[config.mk]
export PLATFORM = sky130hd
export DESIGN_NAME = affine_gap_alignment_last_row_core
export DESIGN_NICKNAME = d
export VERILOG_FILES = /design/src/rtl/agal_pkg.sv /design/src/rtl/affine_gap_alignment_last_row_core.sv /design/src/rtl/agal_cell.sv
export SDC_FILE = /design/constraint.sdc
export NUM_CORES = 2
export LEC_CHECK = 0
export ABC_AREA = 1
export BUFFER_PORTS_ARGS = -buffer_cell sky130_fd_sc_hd__buf_2
export CAP_MARGIN = 20
export CORE_MARGIN = 2
export CORE_UTILIZATION = 50
export CTS_CLUSTER_SIZE = 30
export DETAILED_ROUTE_END_ITERATION = 8
export PLACE_DENSITY = 0.75
export SLEW_MARGIN = 20
export SYNTH_ARGS = -nofsm -noshare
export SYNTH_HDL_FRONTEND = slang
export SYNTH_SLANG_ARGS = --single-unit
[constraint.sdc]
create_clock -name clock -period 9.5 [get_ports clock]
set_clock_uncertainty 0.15 [all_clocks]
set_input_delay 0.475 -clock clock [delete_from_list [all_inputs] [get_ports clock]]
set_output_delay 0.475 -clock clock [all_outputs]
set_load 0.05 [all_outputs]
[src/rtl/agal_pkg.sv]
`default_nettype none

package agal_pkg;

   // default and field widths
   localparam int MAX_LEN_DEFAULT = 32;
   localparam int SYMBOL_W        = 7;
   localparam int COST_W          = 16;
   localparam int CFG_W           = 8;
   localparam int COLUMN_W        = 6;
   localparam int CSR_INDEX_W     = 3;

   // opcodes of an input beat
   localparam logic OP_LOAD  = 1'b0;
   localparam logic OP_QUERY = 1'b1;

   // register indexes of the csr port
   localparam logic [CSR_INDEX_W-1:0] CSR_GAP_OPEN   = 3'd0;
   localparam logic [CSR_INDEX_W-1:0] CSR_GAP_EXTEND = 3'd1;
   localparam logic [CSR_INDEX_W-1:0] CSR_START_GAP  = 3'd2;
   localparam logic [CSR_INDEX_W-1:0] CSR_MATCH      = 3'd3;
   localparam logic [CSR_INDEX_W-1:0] CSR_MISMATCH   = 3'd4;

   // register reset values, in half units
   localparam logic [CFG_W-1:0] GAP_OPEN_RESET   = 8'd4;
   localparam logic [CFG_W-1:0] GAP_EXTEND_RESET = 8'd1;
   localparam logic [CFG_W-1:0] START_GAP_RESET  = 8'd4;
   localparam logic [CFG_W-1:0] MATCH_RESET      = 8'd0;
   localparam logic [CFG_W-1:0] MISMATCH_RESET   = 8'd2;

   typedef struct packed {
      logic                opcode;
      logic [SYMBOL_W-1:0] symbol;
      logic                final_symbol;
   } req_type;

   typedef struct packed {
      logic [COLUMN_W-1:0] column;
      logic [COST_W-1:0]   best_cost;
      logic [COST_W-1:0]   deletion_cost;
      logic                row_end;
   } rsp_type;

   // one entry of the row memory
   typedef struct packed {
      logic [COST_W-1:0] best;
      logic [COST_W-1:0] deletion;
   } row_entry_type;

   // costs seen by one column cell
   typedef struct packed {
      logic [CFG_W-1:0] gap_open;
      logic [CFG_W-1:0] gap_extend;
      logic [CFG_W-1:0] subst;
   } cell_cost_type;

   typedef enum logic [2:0] {
      ST_IDLE,
      ST_ROW0,
      ST_COL,
      ST_OUT_RD,
      ST_OUT_WAIT
   } state_type;

   // add that clips at the top of the cost range
   function automatic logic [COST_W-1:0] sat_add(input logic [COST_W-1:0] a,
                                                 input logic [COST_W-1:0] b);
      logic [COST_W:0] sum;
      sum = {1'b0, a} + {1'b0, b};
      return sum[COST_W] ? {COST_W{1'b1}} : sum[COST_W-1:0];
   endfunction

   function automatic logic [COST_W-1:0] min_cost(input logic [COST_W-1:0] a,
                                                  input logic [COST_W-1:0] b);
      return (a < b) ? a : b;
   endfunction

endpackage

`default_nettype wire

[src/rtl/affine_gap_alignment_last_row_core.sv]
`default_nettype none

// channel  dir  signals                              beat
// req      in   req_valid req_ready req_data         one symbol: load or query
// rsp      out  rsp_valid rsp_ready rsp_data         one column of the final row
// csr      in   csr_valid csr_ready csr_index/data   one cost register write
//
// a load beat is written straight into the reference memory. a query beat holds the input
// while the row pass runs over the N reference columns: the accept cycle fetches column 0,
// ST_ROW0 writes it, then ST_COL takes one column per cycle through the simple dual-port row
// memory. after the final query beat ST_OUT_RD fetches column 0 and N+1 results follow, one per cycle while
// rsp_ready is high. reset is synchronous; the memories hold garbage until written.
// a stalled rsp beat holds in the output register and blocks the input until the
// last column has been taken into it.

module affine_gap_alignment_last_row_core import agal_pkg::*; #(
   parameter int MAX_LEN = MAX_LEN_DEFAULT
) (
   input  wire logic                   clock,
   input  wire logic                   reset,
   input  wire logic                   req_valid,
   output logic                        req_ready,
   input  wire req_type                req_data,
   output logic                        rsp_valid,
   input  wire logic                   rsp_ready,
   output rsp_type                     rsp_data,
   input  wire logic                   csr_valid,
   output logic                        csr_ready,
   input  wire logic [CSR_INDEX_W-1:0] csr_index,
   input  wire logic [CFG_W-1:0]       csr_data
);

   localparam int ROW_DEPTH = MAX_LEN + 1;
   localparam int COL_W     = $clog2(ROW_DEPTH);
   localparam int REF_AW    = $clog2(MAX_LEN);

   // cost registers
   logic [CFG_W-1:0] gap_open_ff;
   logic [CFG_W-1:0] gap_extend_ff;
   logic [CFG_W-1:0] start_gap_ff;
   logic [CFG_W-1:0] match_ff;
   logic [CFG_W-1:0] mismatch_ff;

   // control state
   state_type         state_ff;
   state_type         state_in;
   logic [COL_W-1:0]  len_ff;
   logic              done_ff;
   logic              active_ff;
   logic [COST_W-1:0] left_ff;
   logic [COL_W-1:0]  col_ff;
   logic              rsp_valid_ff;

   // per-symbol working registers
   logic [SYMBOL_W-1:0] sym_ff;
   logic                fin_ff;
   logic                init_ff;
   logic [COST_W-1:0]   s_ff;
   logic [COST_W-1:0]   c_ff;
   logic [COST_W-1:0]   e_ff;
   logic [COST_W-1:0]   ib_ff;
   rsp_type             rsp_data_ff;

   // memories
   row_entry_type       row_mem [ROW_DEPTH];
   row_entry_type       row_rd_ff;
   logic [SYMBOL_W-1:0] ref_mem [MAX_LEN];
   logic [SYMBOL_W-1:0] ref_rd_ff;

   // memory controls
   logic                row_re;
   logic [COL_W-1:0]    row_raddr;
   logic                row_we;
   logic [COL_W-1:0]    row_waddr;
   row_entry_type       row_wdata;
   logic                ref_re;
   logic [REF_AW-1:0]   ref_raddr;
   logic                rsp_load;

   // datapath
   logic                req_accept;
   logic                query_go;
   logic                load_go;
   logic                slot_free;
   logic [COL_W-1:0]    eff_len;
   logic [COL_W-1:0]    col_next;
   logic [COST_W-1:0]   g16;
   logic [COST_W-1:0]   h16;
   logic [COST_W-1:0]   t0;
   logic [COST_W-1:0]   up_best;
   logic [COST_W-1:0]   up_del;
   cell_cost_type       cell_cost;
   logic [COST_W-1:0]   cell_best;
   logic [COST_W-1:0]   cell_del;
   logic [COST_W-1:0]   cell_ins;

   assign req_ready  = (state_ff == ST_IDLE);
   assign req_accept = req_valid && req_ready;
   assign query_go   = req_accept && (req_data.opcode == OP_QUERY) && done_ff;
   assign load_go    = req_accept && (req_data.opcode == OP_LOAD);
   assign slot_free  = !rsp_valid_ff || rsp_ready;
   assign eff_len    = done_ff ? '0 : len_ff;
   assign col_next   = COL_W'(col_ff + 1'b1);
   assign csr_ready  = 1'b1;
   assign rsp_valid  = rsp_valid_ff;
   assign rsp_data   = rsp_data_ff;

   assign g16 = COST_W'(gap_open_ff);
   assign h16 = COST_W'(gap_extend_ff);

   // column 0 of the new row: the left boundary moves down by one extend
   assign t0 = sat_add(init_ff ? COST_W'(start_gap_ff) : left_ff, h16);

   // row above: the top row on the first query symbol, else the memory
   assign up_best = init_ff ? ib_ff : row_rd_ff.best;
   assign up_del  = init_ff ? sat_add(ib_ff, g16) : row_rd_ff.deletion;

   assign cell_cost.gap_open   = gap_open_ff;
   assign cell_cost.gap_extend = gap_extend_ff;
   assign cell_cost.subst      = (sym_ff == ref_rd_ff) ? match_ff : mismatch_ff;

   agal_cell u_cell (
      .cost      (cell_cost),
      .prev_best (s_ff),
      .up_best   (up_best),
      .up_del    (up_del),
      .left_best (c_ff),
      .left_ins  (e_ff),
      .new_best  (cell_best),
      .new_del   (cell_del),
      .new_ins   (cell_ins)
   );

   // next state
   always_comb begin
      state_in = state_ff;
      case (state_ff)
         ST_IDLE: begin
            if (query_go) state_in = ST_ROW0;
         end
         ST_ROW0: begin
            if (len_ff == '0) state_in = fin_ff ? ST_OUT_RD : ST_IDLE;
            else              state_in = ST_COL;
         end
         ST_COL: begin
            if (col_ff == len_ff) state_in = fin_ff ? ST_OUT_RD : ST_IDLE;
         end
         ST_OUT_RD: begin
            state_in = ST_OUT_WAIT;
         end
         ST_OUT_WAIT: begin
            if (slot_free && (col_ff == len_ff)) state_in = ST_IDLE;
         end
         default: begin
            state_in = ST_IDLE;
         end
      endcase
   end

   // memory and output controls
   always_comb begin
      row_re    = 1'b0;
      row_raddr = '0;
      row_we    = 1'b0;
      row_waddr = '0;
      row_wdata = '0;
      ref_re    = 1'b0;
      ref_raddr = '0;
      rsp_load  = 1'b0;
      case (state_ff)
         ST_IDLE: begin
            if (query_go) row_re = 1'b1;
         end
         ST_ROW0: begin
            row_we             = 1'b1;
            row_wdata.best     = t0;
            row_wdata.deletion = t0;
            if (len_ff != '0) begin
               row_re    = 1'b1;
               row_raddr = COL_W'(1);
               ref_re    = 1'b1;
            end
         end
         ST_COL: begin
            row_we             = 1'b1;
            row_waddr          = col_ff;
            row_wdata.best     = cell_best;
            row_wdata.deletion = cell_del;
            if (col_ff != len_ff) begin
               row_re    = 1'b1;
               row_raddr = col_next;
               ref_re    = 1'b1;
               ref_raddr = REF_AW'(col_ff);
            end
         end
         ST_OUT_RD: begin
            row_re = 1'b1;
         end
         ST_OUT_WAIT: begin
            if (slot_free) begin
               rsp_load = 1'b1;
               if (col_ff != len_ff) begin
                  row_re    = 1'b1;
                  row_raddr = col_next;
               end
            end
         end
         default: begin
            row_re = 1'b0;
         end
      endcase
   end

   // row memory
   always_ff @(posedge clock) begin
      if (row_we) row_mem[row_waddr] <= row_wdata;
      if (row_re) row_rd_ff <= row_mem[row_raddr];
   end

   // reference memory
   always_ff @(posedge clock) begin
      if (load_go && (eff_len < COL_W'(MAX_LEN))) begin
         ref_mem[REF_AW'(eff_len)] <= req_data.symbol;
      end
      if (ref_re) ref_rd_ff <= ref_mem[ref_raddr];
   end

   // cost registers
   always_ff @(posedge clock) begin
      if (reset) begin
         gap_open_ff   <= GAP_OPEN_RESET;
         gap_extend_ff <= GAP_EXTEND_RESET;
         start_gap_ff  <= START_GAP_RESET;
         match_ff      <= MATCH_RESET;
         mismatch_ff   <= MISMATCH_RESET;
      end else if (csr_valid) begin
         case (csr_index)
            CSR_GAP_OPEN:   gap_open_ff   <= csr_data;
            CSR_GAP_EXTEND: gap_extend_ff <= csr_data;
            CSR_START_GAP:  start_gap_ff  <= csr_data;
            CSR_MATCH:      match_ff      <= csr_data;
            CSR_MISMATCH:   mismatch_ff   <= csr_data;
            default:        gap_open_ff   <= gap_open_ff;
         endcase
      end
   end

   // control state
   always_ff @(posedge clock) begin
      if (reset) begin
         state_ff     <= ST_IDLE;
         len_ff       <= '0;
         done_ff      <= 1'b0;
         active_ff    <= 1'b0;
         left_ff      <= '0;
         rsp_valid_ff <= 1'b0;
      end else begin
         state_ff <= state_in;
         // reference load, a load after a complete reference starts over
         if (load_go) begin
            if (eff_len < COL_W'(MAX_LEN)) len_ff <= COL_W'(eff_len + 1'b1);
            else                           len_ff <= eff_len;
            done_ff <= req_data.final_symbol;
            if (done_ff) active_ff <= 1'b0;
         end
         if (query_go) active_ff <= !req_data.final_symbol;
         if (state_ff == ST_ROW0) left_ff <= t0;
         if (rsp_load)          rsp_valid_ff <= 1'b1;
         else if (rsp_ready)    rsp_valid_ff <= 1'b0;
      end
   end

   // working registers of the row pass and the output register
   always_ff @(posedge clock) begin
      if (query_go) begin
         sym_ff  <= req_data.symbol;
         fin_ff  <= req_data.final_symbol;
         init_ff <= !active_ff;
      end
      case (state_ff)
         ST_ROW0: begin
            s_ff   <= init_ff ? '0 : row_rd_ff.best;
            c_ff   <= t0;
            e_ff   <= sat_add(t0, g16);
            ib_ff  <= sat_add(g16, h16);
            col_ff <= COL_W'(1);
         end
         ST_COL: begin
            s_ff   <= up_best;
            c_ff   <= cell_best;
            e_ff   <= cell_ins;
            ib_ff  <= sat_add(ib_ff, h16);
            col_ff <= col_next;
         end
         ST_OUT_RD: begin
            col_ff <= '0;
         end
         ST_OUT_WAIT: begin
            if (rsp_load) col_ff <= col_next;
         end
         default: begin
            col_ff <= col_ff;
         end
      endcase
      if (rsp_load) begin
         rsp_data_ff.column        <= COLUMN_W'(col_ff);
         rsp_data_ff.best_cost     <= row_rd_ff.best;
         rsp_data_ff.deletion_cost <= row_rd_ff.deletion;
         rsp_data_ff.row_end       <= (col_ff == len_ff);
      end
   end

endmodule

`default_nettype wire

[src/rtl/agal_cell.sv]
`default_nettype none

module agal_cell import agal_pkg::*; (
   input  wire cell_cost_type     cost,
   input  wire logic [COST_W-1:0] prev_best,
   input  wire logic [COST_W-1:0] up_best,
   input  wire logic [COST_W-1:0] up_del,
   input  wire logic [COST_W-1:0] left_best,
   input  wire logic [COST_W-1:0] left_ins,
   output logic [COST_W-1:0]      new_best,
   output logic [COST_W-1:0]      new_del,
   output logic [COST_W-1:0]      new_ins
);

   logic [COST_W-1:0] g;
   logic [COST_W-1:0] h;
   logic [COST_W-1:0] diag;

   assign g = COST_W'(cost.gap_open);
   assign h = COST_W'(cost.gap_extend);

   // deletion from the row above, insertion along the row, diagonal step
   always_comb begin
      new_del  = sat_add(min_cost(up_del, sat_add(up_best, g)), h);
      new_ins  = sat_add(min_cost(left_ins, sat_add(left_best, g)), h);
      diag     = sat_add(prev_best, COST_W'(cost.subst));
      new_best = min_cost(min_cost(new_del, new_ins), diag);
   end

endmodule

`default_nettype wire

==> results.json <==
{
  "p_clk_frac": 0.428,
  "min_period_ps": 9040,
  "grt_usage": 0.277,
  "hpwl_um": 109000,
  "crit_top_cell": "nand3_1",
  "via_per_inst": 6.14,
  "ys_types": 61,
  "synth_seq_cells": 1505,
  "syn_nets": 5952,
  "synthToLayoutAreaGrowth_pct": 12.9,
  "ant_nets": 0,
  "clock_latency_ps": 810,
  "die-area_um2": 136000,
  "start_util": 0.505,
  "dr.first_iter.drc_count": 6603,
  "syn-cell-area_um2": 66700,
  "h-tree-depth": 4,
  "fp.coreArea_um2": 132000,
  "slew_headroom": 0.141,
  "crit_path_start_kind": "register",
  "wl_per_cell_um": 25.0,
  "final_util": 0.570,
  "cts_buffer_depth": 3,
  "vias": 47400,
  "first_global_vias": 44500,
  "synthArstFlopShare": 0,
  "sw_frac_of_total": 0.222,
  "yosys_warnings": 0,
  "nFillCells": 10300,
  "ir_worst_vdd_v": 0.000204,
  "placed_area_um2": 69500,
  "synthFlopType": "edfxtp_1",
  "cts_root_buf": "clkbuf_16",
  "p_leak_nw": 27.1,
  "worstHoldPathCells": 2,
  "crit_family": "simple AND/OR/NAND/NOR gates",
  "place_congestion": 0.974,
  "stdcell_area_um2": 75300,
  "fin_hold_ws_ps": 41.6,
  "reg2reg_depth": 50,
  "most-common-layout-cells": "1437 x edfxtp_1, 1143 x nor2_1, 536 x nand2_1",
  "cts_sinks": 1505,
  "hold_viol_final": 0,
  "p_comb_frac": 0.055,
  "max_clock_freq_mhz": 111,
  "cp.required_ps": 9870,
  "synth-edff-count": 1437,
  "worstPathMaxFanout": 33,
  "drv_slew": 0,
  "syn_avg_cell_area_um2": 11.6,
  "pwr-share-seq": 0.517,
  "syn_inst": 5772,
  "cts_tree": "done",
  "critPathKind": "reg2reg",
  "final_common_cell": "edfxtp_1",
  "path_buf_inv": 7,
  "stdcell_count": 7718,
  "numCtsBuffers": 151,
  "setup_viol": 0,
  "routed_wl_um": 193000,
  "die_y_um": 369,
  "clk_pin_slew_worst_paths_ps": 60,
  "fin_crit_sh": 0.952,
  "dp.cells": 7411,
  "grt_max_degree": 175,
  "ios": 67,
  "internal-power_mw": 11.0,
  "cap_violations": 0,
  "worstPathArrival_ps": 9420,
  "min_path_type": "in2reg",
  "grt_pass1_wl_um": 282000,
  "run_status": "finished, final reports clean",
  "cp.depth": 50,
  "crit_path_end_kind": "register",
  "slowest_delay_ps": 500,
  "portBuffers": 65,
  "drive_gt1_frac": 0.120,
  "firstDrtPassIters": 6,
  "critPathSlowestCell": "edfxtp_1",
  "seq_area_frac_synth": 0.668,
  "drc_errors": 0,
  "antenna_found_initial": 4,
  "final_nets": 6022,
  "num_rows": 133,
  "power.density_nw_per_um2": 187,
  "power.switching_mw": 3.12,
  "gr-total-overflow": 0,
  "fp.dieW_um": 369,
  "tightest_slew_ps": 1280
}
[sequential cells by signal (all words and copies together), names as in the netlist, 3 cells and up]
register and cells:
c_ff 16, col_ff 6, e_ff 16, gap_extend_ff 8, gap_open_ff 8, ib_ff 16, left_ff 16, len_ff 6
match_ff 8, mismatch_ff 8, ref_mem 224, ref_rd_ff 7, row_mem 1056, row_rd_ff 32, rsp_data 39, s_ff 16
start_gap_ff 8, state_ff 3, sym_ff 7
[area by class of cell]
| type | instances | area, µm² | area share |
|---|---|---|---|
| clock inverters | 81 | 906 | 0.0120 |
| well taps | 1755 | 2200 | 0.0292 |
| diodes | 4 | 10.0 | 0.000133 |
| repair inverters | 1 | 6.26 | 0.0000831 |
| multi-input cells | 3632 | 20600 | 0.273 |
| inverters | 320 | 1240 | 0.0165 |
| clock buffers | 189 | 4060 | 0.0539 |
| repair buffers | 231 | 1760 | 0.0233 |
| flip-flops and latches | 1505 | 44500 | 0.591 |
[logic make-up after synthesis]
group	after synthesis	synth area share
simple gates	2110	0.129
flops	1505	0.668
compound gates	1252	0.120
buf+inv	635	0.0366
fa+ha+maj	155	0.0302
xor+xnor	86	0.0113
mux	28	0.00473
other cells	1	0.0000562
[routing by layer]
layer | up-vias | GRT usage | part of all wire
li1 | 21100 | - | -
met1 | 23100 | 0.373 | 0.38
met2 | 2701 | 0.439 | 0.46
met3 | 474 | 0.0592 | 0.11
met4 | 2 | 0.111 | 0.042
met5 | - | 0 | 0.000067
[synth_stat cells, types with 5 or more instances]
cell type / count / share of area
ha_1: 145 / 0.027
inv_2: 11 / 0.00062
nand2_1: 560 / 0.032
mux2_2: 28 / 0.0047
fa_1: 10 / 0.0030
nand2_4: 8 / 0.0014
o21bai_1: 8 / 0.00090
a31oi_1: 21 / 0.0020
clkinv_1: 11 / 0.00062
o32ai_1: 126 / 0.017
a21oi_1: 204 / 0.015
nor2_1: 1196 / 0.067
nand4_1: 15 / 0.0014
a31o_2: 7 / 0.00092
inv_1: 298 / 0.017
o21ai_1: 8 / 0.00060
nor3_1: 33 / 0.0025
a221oi_1: 8 / 0.0011
o22ai_1: 69 / 0.0065
o21ai_2: 9 / 0.0012
dfxtp_1: 68 / 0.020
nor4_1: 5 / 0.00047
o21ai_0: 462 / 0.035
xor2_1: 57 / 0.0075
a211oi_1: 6 / 0.00068
nand2_2: 27 / 0.0025
o2bb2ai_1: 28 / 0.0037
a22oi_1: 13 / 0.0015
edfxtp_1: 1437 / 0.65
o311ai_0: 132 / 0.017
buf_2: 9 / 0.00068
xnor2_1: 29 / 0.0038
nand3_1: 217 / 0.016
nand3_2: 13 / 0.0020
buf_1: 21 / 0.0012
o211ai_1: 128 / 0.014
or2_2: 18 / 0.0017
clkbuf_1: 277 / 0.016
[power by group through the flow]
stage / clock network (mW) / registers (mW) / logic (mW)
2_1_floorplan: 0 / 7.39 / 0.475
3_3_place_gp: 0 / 7.41 / 0.701
3_5_place_dp: 0 / 7.41 / 0.710
4_1_cts: 6.06 / 7.27 / 0.721
5_1_grt: 6.31 / 7.27 / 0.854
6_report: 6.02 / 7.27 / 0.779
[path summary, 6_finish.rpt]
path / startpoint / end / slack, ps
setup reg to reg: c_ff[2] / row_mem[9][29] / 460
hold / removal: reset / rsp_valid / 40
hold reg to reg: match_ff[4] / match_ff[4] / 300
setup / recovery: c_ff[2] / row_mem[9][29] / 460
[worst register-to-register path, delay by kind of cell (launching register included)]
family / cells / cell delay (ps)
compound gates: 14 / 2450
xor+xnor: 1 / 170
fa+ha+maj: 5 / 1560
buf+inv: 7 / 1070
flops: 1 / 500
simple gates: 23 / 2870
[timing repair]
| action | CTS | global route |
|---|---|---|
| resized for setup | 13 | 109 |
| setup endpoints to repair | 495 | 544 |
| cloned | 0 | 1 |
| pin swaps | 1 | 24 |
| buffers inserted | 0 | 19 |
| hold endpoints to repair | 45 | 0 |
| hold buffers | 13 | 0 |
[metrics by stage]
step,setup TNS [ps],setup WS (ps),power (mW)
after global routing,-28170,-93.5,14.4
after floorplan,0,73.1,7.87
final,0,455,14.1
after CTS,0,1.21,14.1
after detailed placement,-45570,-197,8.12
after global placement,0,49.2,8.11
(Power assumes the default switching activity.)
